--- config.mk ---
export PLATFORM = sky130hd
export DESIGN_NAME = circular_angle_median_core
export DESIGN_NICKNAME = d
export VERILOG_FILES = /design/src/rtl/cam_pkg.sv /design/src/rtl/circular_angle_median_core.sv /design/src/rtl/cam_ctrl.sv /design/src/rtl/cam_dp.sv
export SDC_FILE = /design/constraint.sdc
export NUM_CORES = 1
export LEC_CHECK = 0
export BUFFER_PORTS_ARGS = -buffer_cell sky130_fd_sc_hd__clkbuf_2
export CAP_MARGIN = 20
export CORE_MARGIN = 3
export CORE_UTILIZATION = 50
export DETAILED_ROUTE_END_ITERATION = 7
export HOLD_SLACK_MARGIN = 0.1
export PLACE_DENSITY_LB_ADDON = 0.05
export SLEW_MARGIN = 0
export SYNTH_ARGS = -nofsm -noshare
export SYNTH_HDL_FRONTEND = slang
export SYNTH_HIERARCHICAL = 1
export SYNTH_SLANG_ARGS = --single-unit
--- constraint.sdc ---
create_clock -name clk -period 5.7 [get_ports clk]
set_clock_uncertainty 0.05 [all_clocks]
set_input_delay 0.855 -clock clk [delete_from_list [all_inputs] [get_ports clk]]
set_output_delay 0.855 -clock clk [all_outputs]
set_load 0.02 [all_outputs]
--- src/rtl/cam_pkg.sv ---
package cam_pkg;

  localparam int CAPACITY_DEF  = 32;
  localparam int FRAC_BITS_DEF = 7;
  localparam int ANGLE_W       = 16;
  localparam int CNT_OUT_W     = 6;
  // signed work width: covers [-360 deg, 2^16) at up to 10 fraction bits, plus a sum bit
  localparam int WORK_W        = 21;

  typedef struct packed {
    logic wr;        // input beat accepted
    logic cap_cand;  // read data is the current candidate
    logic clr_acc;   // clear rank counters
    logic acc;       // read data is a scan element
    logic eval;      // check candidate rank
    logic finish;    // form result, close the set
  } cam_cmd_t;

endpackage

--- src/rtl/circular_angle_median_core.sv ---
// Median of a set of headings with wrap at 0/360 deg.
// Load: one sample beat per cycle while busy is low; a non-last beat does not raise busy.
// Last beat: busy during a rank search over the n stored samples
// (one memory read port scans every sample once per candidate); result strobes in the
// first cycle busy is low again, and the receiver cannot stall it.
// Reset (rst_n low, synchronous) empties the set and clears the strobe.
module circular_angle_median_core import cam_pkg::*; #(
  parameter int CAPACITY  = CAPACITY_DEF,
  parameter int FRAC_BITS = FRAC_BITS_DEF
) (
  input  logic                 clk,
  input  logic                 rst_n,
  input  logic                 start,
  output logic                 busy,
  input  logic [ANGLE_W-1:0]   in_angle,
  input  logic                 in_last,
  output logic                 out_valid,
  output logic [ANGLE_W-1:0]   out_median,
  output logic [CNT_OUT_W-1:0] out_sample_count,
  output logic                 out_overflow
);

  localparam int CW = $clog2(CAPACITY + 1);
  localparam int IW = (CAPACITY > 1) ? $clog2(CAPACITY) : 1;

  // controller owns the candidate and scan loops; datapath holds store and counters
  cam_cmd_t      cmd;
  logic [IW-1:0] rd_addr;
  logic [CW-1:0] n;

  cam_ctrl #(.CAPACITY(CAPACITY)) u_ctrl (
    .clk     (clk),
    .rst_n   (rst_n),
    .start   (start),
    .in_last (in_last),
    .n       (n),
    .busy    (busy),
    .cmd     (cmd),
    .rd_addr (rd_addr)
  );

  // candidate x is a median element when #(<x) <= k < #(<=x)
  cam_dp #(.CAPACITY(CAPACITY), .FRAC_BITS(FRAC_BITS)) u_dp (
    .clk              (clk),
    .rst_n            (rst_n),
    .cmd              (cmd),
    .rd_addr          (rd_addr),
    .in_angle         (in_angle),
    .n                (n),
    .out_valid        (out_valid),
    .out_median       (out_median),
    .out_sample_count (out_sample_count),
    .out_overflow     (out_overflow)
  );

endmodule

--- src/rtl/cam_ctrl.sv ---
module cam_ctrl import cam_pkg::*; #(
  parameter int CAPACITY = CAPACITY_DEF,
  localparam int CW = $clog2(CAPACITY + 1),
  localparam int IW = (CAPACITY > 1) ? $clog2(CAPACITY) : 1
) (
  input  logic          clk,
  input  logic          rst_n,
  input  logic          start,
  input  logic          in_last,
  input  logic [CW-1:0] n,
  output logic          busy,
  output cam_cmd_t      cmd,
  output logic [IW-1:0] rd_addr
);

  typedef enum logic [5:0] {
    S_IDLE = 6'b000001,
    S_CAND = 6'b000010,
    S_SCAN = 6'b000100,
    S_TAIL = 6'b001000,
    S_EVAL = 6'b010000,
    S_FIN  = 6'b100000
  } state_t;

  state_t        state_r, state_nxt;
  logic [CW-1:0] i_r, i_nxt, j_r, j_nxt;
  logic          acc_r, cap_r;

  always_comb begin
    state_nxt = state_r;
    i_nxt     = i_r;
    j_nxt     = j_r;
    unique case (state_r)
      S_IDLE: begin
        if (start && in_last) begin
          state_nxt = S_CAND;
          i_nxt     = '0;
        end
      end
      S_CAND: begin
        state_nxt = S_SCAN;
        j_nxt     = '0;
      end
      S_SCAN: begin
        j_nxt = j_r + 1'b1;
        if (j_r == n - 1'b1) state_nxt = S_TAIL;
      end
      S_TAIL: state_nxt = S_EVAL;
      S_EVAL: begin
        i_nxt = i_r + 1'b1;
        if (i_r == n - 1'b1) state_nxt = S_FIN;
        else state_nxt = S_CAND;
      end
      S_FIN: state_nxt = S_IDLE;
      default: state_nxt = S_IDLE;
    endcase
  end

  always_ff @(posedge clk) begin
    if (!rst_n) begin
      state_r <= S_IDLE;
      i_r     <= '0;
      j_r     <= '0;
      acc_r   <= 1'b0;
      cap_r   <= 1'b0;
    end else begin
      state_r <= state_nxt;
      i_r     <= i_nxt;
      j_r     <= j_nxt;
      acc_r   <= (state_r == S_SCAN);
      cap_r   <= (state_r == S_CAND);
    end
  end

  assign busy         = (state_r != S_IDLE);
  assign rd_addr      = (state_r == S_CAND) ? i_r[IW-1:0] : j_r[IW-1:0];
  assign cmd.wr       = (state_r == S_IDLE) && start;
  assign cmd.cap_cand = cap_r;
  assign cmd.clr_acc  = (state_r == S_CAND);
  assign cmd.acc      = acc_r;
  assign cmd.eval     = (state_r == S_EVAL);
  assign cmd.finish   = (state_r == S_FIN);

endmodule

--- src/rtl/cam_dp.sv ---
module cam_dp import cam_pkg::*; #(
  parameter int CAPACITY  = CAPACITY_DEF,
  parameter int FRAC_BITS = FRAC_BITS_DEF,
  localparam int CW = $clog2(CAPACITY + 1),
  localparam int IW = (CAPACITY > 1) ? $clog2(CAPACITY) : 1
) (
  input  logic                 clk,
  input  logic                 rst_n,
  input  cam_cmd_t             cmd,
  input  logic [IW-1:0]        rd_addr,
  input  logic [ANGLE_W-1:0]   in_angle,
  output logic [CW-1:0]        n,
  output logic                 out_valid,
  output logic [ANGLE_W-1:0]   out_median,
  output logic [CNT_OUT_W-1:0] out_sample_count,
  output logic                 out_overflow
);

  localparam logic signed [WORK_W-1:0] D90  = WORK_W'(90 << FRAC_BITS);
  localparam logic signed [WORK_W-1:0] D180 = WORK_W'(180 << FRAC_BITS);
  localparam logic signed [WORK_W-1:0] D270 = WORK_W'(270 << FRAC_BITS);
  localparam logic signed [WORK_W-1:0] FULL = WORK_W'(360 << FRAC_BITS);

  logic [ANGLE_W-1:0] mem [CAPACITY];
  logic [ANGLE_W-1:0] rdata_r;

  logic [CW-1:0] cnt_r, outside_r, lt_r, le_r;
  logic          drop_r, shift;
  logic signed [WORK_W-1:0] folded, v, cand_r, lo_r, hi_r, sum, mean;
  logic [CW-1:0] k0, k1;
  logic          full, far;

  assign full = (cnt_r == CW'(CAPACITY));
  assign n    = cnt_r;

  // wrap once on arrival
  always_comb begin
    folded = WORK_W'(in_angle);
    if (folded >= FULL) folded = folded - FULL;
  end
  assign far = (folded < D90) || (folded > D270);

  // unwrap across 0/360 when most samples sit near north
  assign shift = outside_r > (cnt_r >> 1);
  always_comb begin
    v = WORK_W'(rdata_r);
    if (shift && v > D180 && v < FULL) v = v - FULL;
  end

  assign k0 = (cnt_r - 1'b1) >> 1;
  assign k1 = cnt_r >> 1;

  assign sum  = lo_r + hi_r;
  assign mean = cnt_r[0] ? lo_r : (sum >>> 1);

  always_ff @(posedge clk) begin
    if (cmd.wr && !full) mem[cnt_r[IW-1:0]] <= folded[ANGLE_W-1:0];
    rdata_r <= mem[rd_addr];
    if (cmd.cap_cand) cand_r <= v;
    if (cmd.eval) begin
      if (lt_r <= k0 && k0 < le_r) lo_r <= cand_r;
      if (lt_r <= k1 && k1 < le_r) hi_r <= cand_r;
    end
    if (cmd.finish) begin
      out_median       <= (mean < 0) ? ANGLE_W'(mean + FULL) : ANGLE_W'(mean);
      out_sample_count <= CNT_OUT_W'(cnt_r);
      out_overflow     <= drop_r;
    end
  end

  always_ff @(posedge clk) begin
    if (!rst_n) begin
      cnt_r     <= '0;
      outside_r <= '0;
      drop_r    <= 1'b0;
      lt_r      <= '0;
      le_r      <= '0;
      out_valid <= 1'b0;
    end else begin
      out_valid <= cmd.finish;
      if (cmd.finish) begin
        cnt_r     <= '0;
        outside_r <= '0;
        drop_r    <= 1'b0;
      end else if (cmd.wr) begin
        if (full) begin
          drop_r <= 1'b1;
        end else begin
          cnt_r <= cnt_r + 1'b1;
          if (far) outside_r <= outside_r + 1'b1;
        end
      end
      if (cmd.clr_acc) begin
        lt_r <= '0;
        le_r <= '0;
      end else if (cmd.acc) begin
        if (v < cand_r)  lt_r <= lt_r + 1'b1;
        if (v <= cand_r) le_r <= le_r + 1'b1;
      end
    end
  end

endmodule

==> out/qor_table.md <==
| Metric | Reported | Unit |
| --- | --- | --- |
| Global-route wire length before repair | 88.64 | mm |
| Utilization of the core after routing | 58.23 | % |
| Primary FF master, synth | edfxtp_1 | - |
| Post-detailed-route DRC marker count | 0 | - |
| Vias in the first global route | 13,870 | - |
| Nature of the critical path endpoint | register | - |
| Static leakage | 10.16 | nW |
| Setup fix buffers added after clock tree synthesis | 0 | - |
| Slowest cell on crit path | dfxtp_1 | - |
| Post-cts resize count | 0 | - |
| Time the final worst path needs with I/O delays and setup | 5.098 | ns |
| Height of the chip | 238.9 | um |
| Std cell rows | 84 | - |
| Result of the run | finished clean | - |
| Num CTS Buffers | 70 | - |
| Max H-tree Level | 3 | - |
| Number of failing setup endpoints in the final timing report | 0 | - |
| Async set or reset register ratio after synthesis | 0 | % |
| Synth Register Bits | 648 | - |
| Share of the cycle needed by the critical path after routing | 89.43 | % |
| Last weighted congestion value of the routability-driven placer | 0.8233 | - |
| Number of enable flip-flop cells after synthesis | 586 | - |
| Max-Cap Viols | 0 | - |
| Detail Route Antenna Nets | 0 | - |
| Largest net degree at the start of global routing | 55 | - |
| Worst setup path category | reg2reg | - |
| Least-Margin Pin Slew | 1.036 | ns |
| Hold_buf cts | 0 | - |
| HPWL after DPL | 35.71 | mm |
| Area Overhead vs Synth | 14.00 | % |
| Antenna cells | 0 | - |
| Post-Layout Inst Area | 0.03091 | mm2 |
| Worst Hold Margin | 0.4187 | ns |
| Power density over the cells | 362.0 | mW/mm2 |
| Part of the Yosys area used for sequential elements | 69.48 | % |
| Crit Path Max Fanout | 13 | - |
| TritonCTS sink count | 648 | - |
| Highest metal layer used by the detailed router | met5 | - |
| Worst-path clk slew | 0.06 | ns |
| Worst path top cell family by delay | compound AO/OA/AOI/OAI gates | - |
| Worst min-delay path category | reg2reg | - |
| Sum of routed wire segments on met1 | 24.91 | mm |
| Post-layout total power | 0.01119 | W |
| Number of antenna violations at the first check in global routing | 3 | - |
| Most frequent standard cell in the layout excluding fill and tap cells | edfxtp_1 | - |
| WP buf/inv | 1 | - |
| Mapped cell area | 0.02711 | mm2 |
| Vias post-DR | 13,910 | - |
| Amount of wire on met2 after detailed routing | 29.46 | mm |
| Worst vdd rail ir drop | 0.3224 | mV |
| Synth Net Count | 1,600 | - |
| Most used cells in the layout excluding fill and tap cells | 586 x edfxtp_1, 160 x mux4_2, 72 x ha_1 | - |
| Unrepaired setup endpoints after global routing | false | - |
| Cell chosen for the clock root | clkbuf_16 | - |
| Total track usage | 21.22 | % |
| Overall routed net length | 58.96 | mm |
| Max Clock Freq | 196.2 | MHz |
| Setup TNS after final layout | 0 | ns |
| Hold violation total from the final report | 0 | - |
| Critical Path Source Type | register | - |
| Starting density of the core | 51.08 | % |
| Slew margin rel. | 30.87 | % |
| Drt initial violations | 1,190 | - |
| CP arrival | 5.56 | ns |
| WL/cell | 25.01 | um |
| Syn avg cell area | 17.99 | um2 |
| Area of the die | 0.05706 | mm2 |
| Width of the die | 238.9 | um |
| Highest cell delay on the worst timing path | 0.69 | ns |
| Synth unique cells | 72 | - |
| Crit-path cells | inv_1 > ha_1 > o21a_1 > o21ai_0 > nand2b_1 > a21oi_1 > a31oi_1 > o21ai_1 > nor2_1 > xnor2_1 > ha_1 > a21o_1 > a211oi_1 > nand4b_1 > a211oi_1 > a22o_1 > o2111ai_1 > or3_1 > a21oi_1 | - |
| Number of primary I/O pins | 45 | - |
| Total number of nets in the final design | 1,715 | - |
| Clock latency reported for the late side of the worst-skew pair | 0.61 | ns |
| Cell count after synthesis | 1,507 | - |
| Clock Tree Buf Depth | 3 | - |
| Fin. max-slew vios | 0 | - |
| Drt via density | 5.901 | - |
| Gr ovfl total | 0 | - |
| Count of TritonRoute iterations in the first routing pass | 5 | - |
| CTS tree | built | - |
| Worst path required time | 6.16 | ns |
| Amount of wire on met3 after detailed routing | 3.322 | mm |
| Core Area | 0.05308 | mm2 |
| Layout cell share with drive strength beyond 1 | 26.35 | % |
| Yosys synthesis warning count | 6 | - |
| PortBufs | 44 | - |
| Placed Instance Area | 0.02860 | mm2 |
==> report_power, final <==
part / switching, W / internal [W]
Sequential: 0.0000968 / 0.00536
Combinational: 0.000732 / 0.000538
Clock: 0.00179 / 0.00267
Total: 0.00262 / 0.00857
==> synthesized netlist by cell type (14+ instances only) <==
| library cell | count | area share, % |
|---|---|---|
| a21oi_1 | 37 | 0.68 |
| buf_1 | 16 | 0.22 |
| clkbuf_1 | 32 | 0.44 |
| dfxtp_1 | 62 | 4.6 |
| edfxtp_1 | 586 | 65 |
| ha_1 | 72 | 3.3 |
| inv_1 | 58 | 0.80 |
| mux2_2 | 24 | 1.0 |
| mux4_2 | 160 | 13 |
| nand2_1 | 56 | 0.78 |
| nand3_1 | 18 | 0.33 |
| nand4_1 | 14 | 0.32 |
| nor2_1 | 76 | 1.1 |
| nor3_1 | 25 | 0.46 |
| o21ai_0 | 43 | 0.79 |
| xnor2_1 | 40 | 1.3 |
| xor2_1 | 20 | 0.65 |
==> area by class of cell <==
class	instances	area (um2)
fillers	3967	22170
clock buffers	86	1842
flip-flops and latches	648	18840
inverters	60	225.2
well taps	688	860.8
clock inverters	34	432.9
multi-input cells	743	7999
repair buffers	99	710.7
==> routing by layer <==
metal  vias up  GRT usage [%]
met2       348          35.55
met5         -              0
li1       6251              -
met4         4          5.662
met1      7230          28.67
met3        81          4.372
==> sequential cells by signal (all words and copies together), names as in the netlist, 16 cells and up <==
register         flops
u_dp/cand_r         17
u_dp/hi_r           17
u_dp/lo_r           17
u_dp/mem           512
u_dp/out_median     16
u_dp/rdata_r        16
==> cell families (layout without fill, tap and decap cells) <==
logic type | count (synthesis) | count (layout) | share of synthesized area (%)
simple gates | 263 | 263 | 5.085
fa+ha+maj | 73 | 73 | 3.396
mux | 189 | 189 | 14.49
flops | 648 | 648 | 69.48
buf+inv | 116 | 279 | 1.684
xor+xnor | 61 | 61 | 1.998
compound gates | 157 | 157 | 3.867
==> worst paths after layout <==
| check | start | endpoint | slack [ns] | cells after the start |
|---|---|---|---|---|
| setup / recovery | u_dp/n[3] | u_dp/le_r[5] | 0.60 | 19 |
| hold / removal | u_dp/rdata_r[7] | u_dp/cand_r[7] | 0.42 | 0 |
| setup reg to reg | u_dp/n[3] | u_dp/le_r[5] | 0.60 | 19 |
| hold reg to reg | u_dp/rdata_r[7] | u_dp/cand_r[7] | 0.42 | 0 |
==> stage by stage <==
step / instances / worst slack (ns)
global placement: 2236 / 0.7004
detailed placement: 2236 / 0.5293
floorplan: 1507 / 1.086
global route: 2358 / 0.1119
CTS: 2356 / 0.5235
finish: 2358 / 0.6022
(Power assumes the default switching activity.)
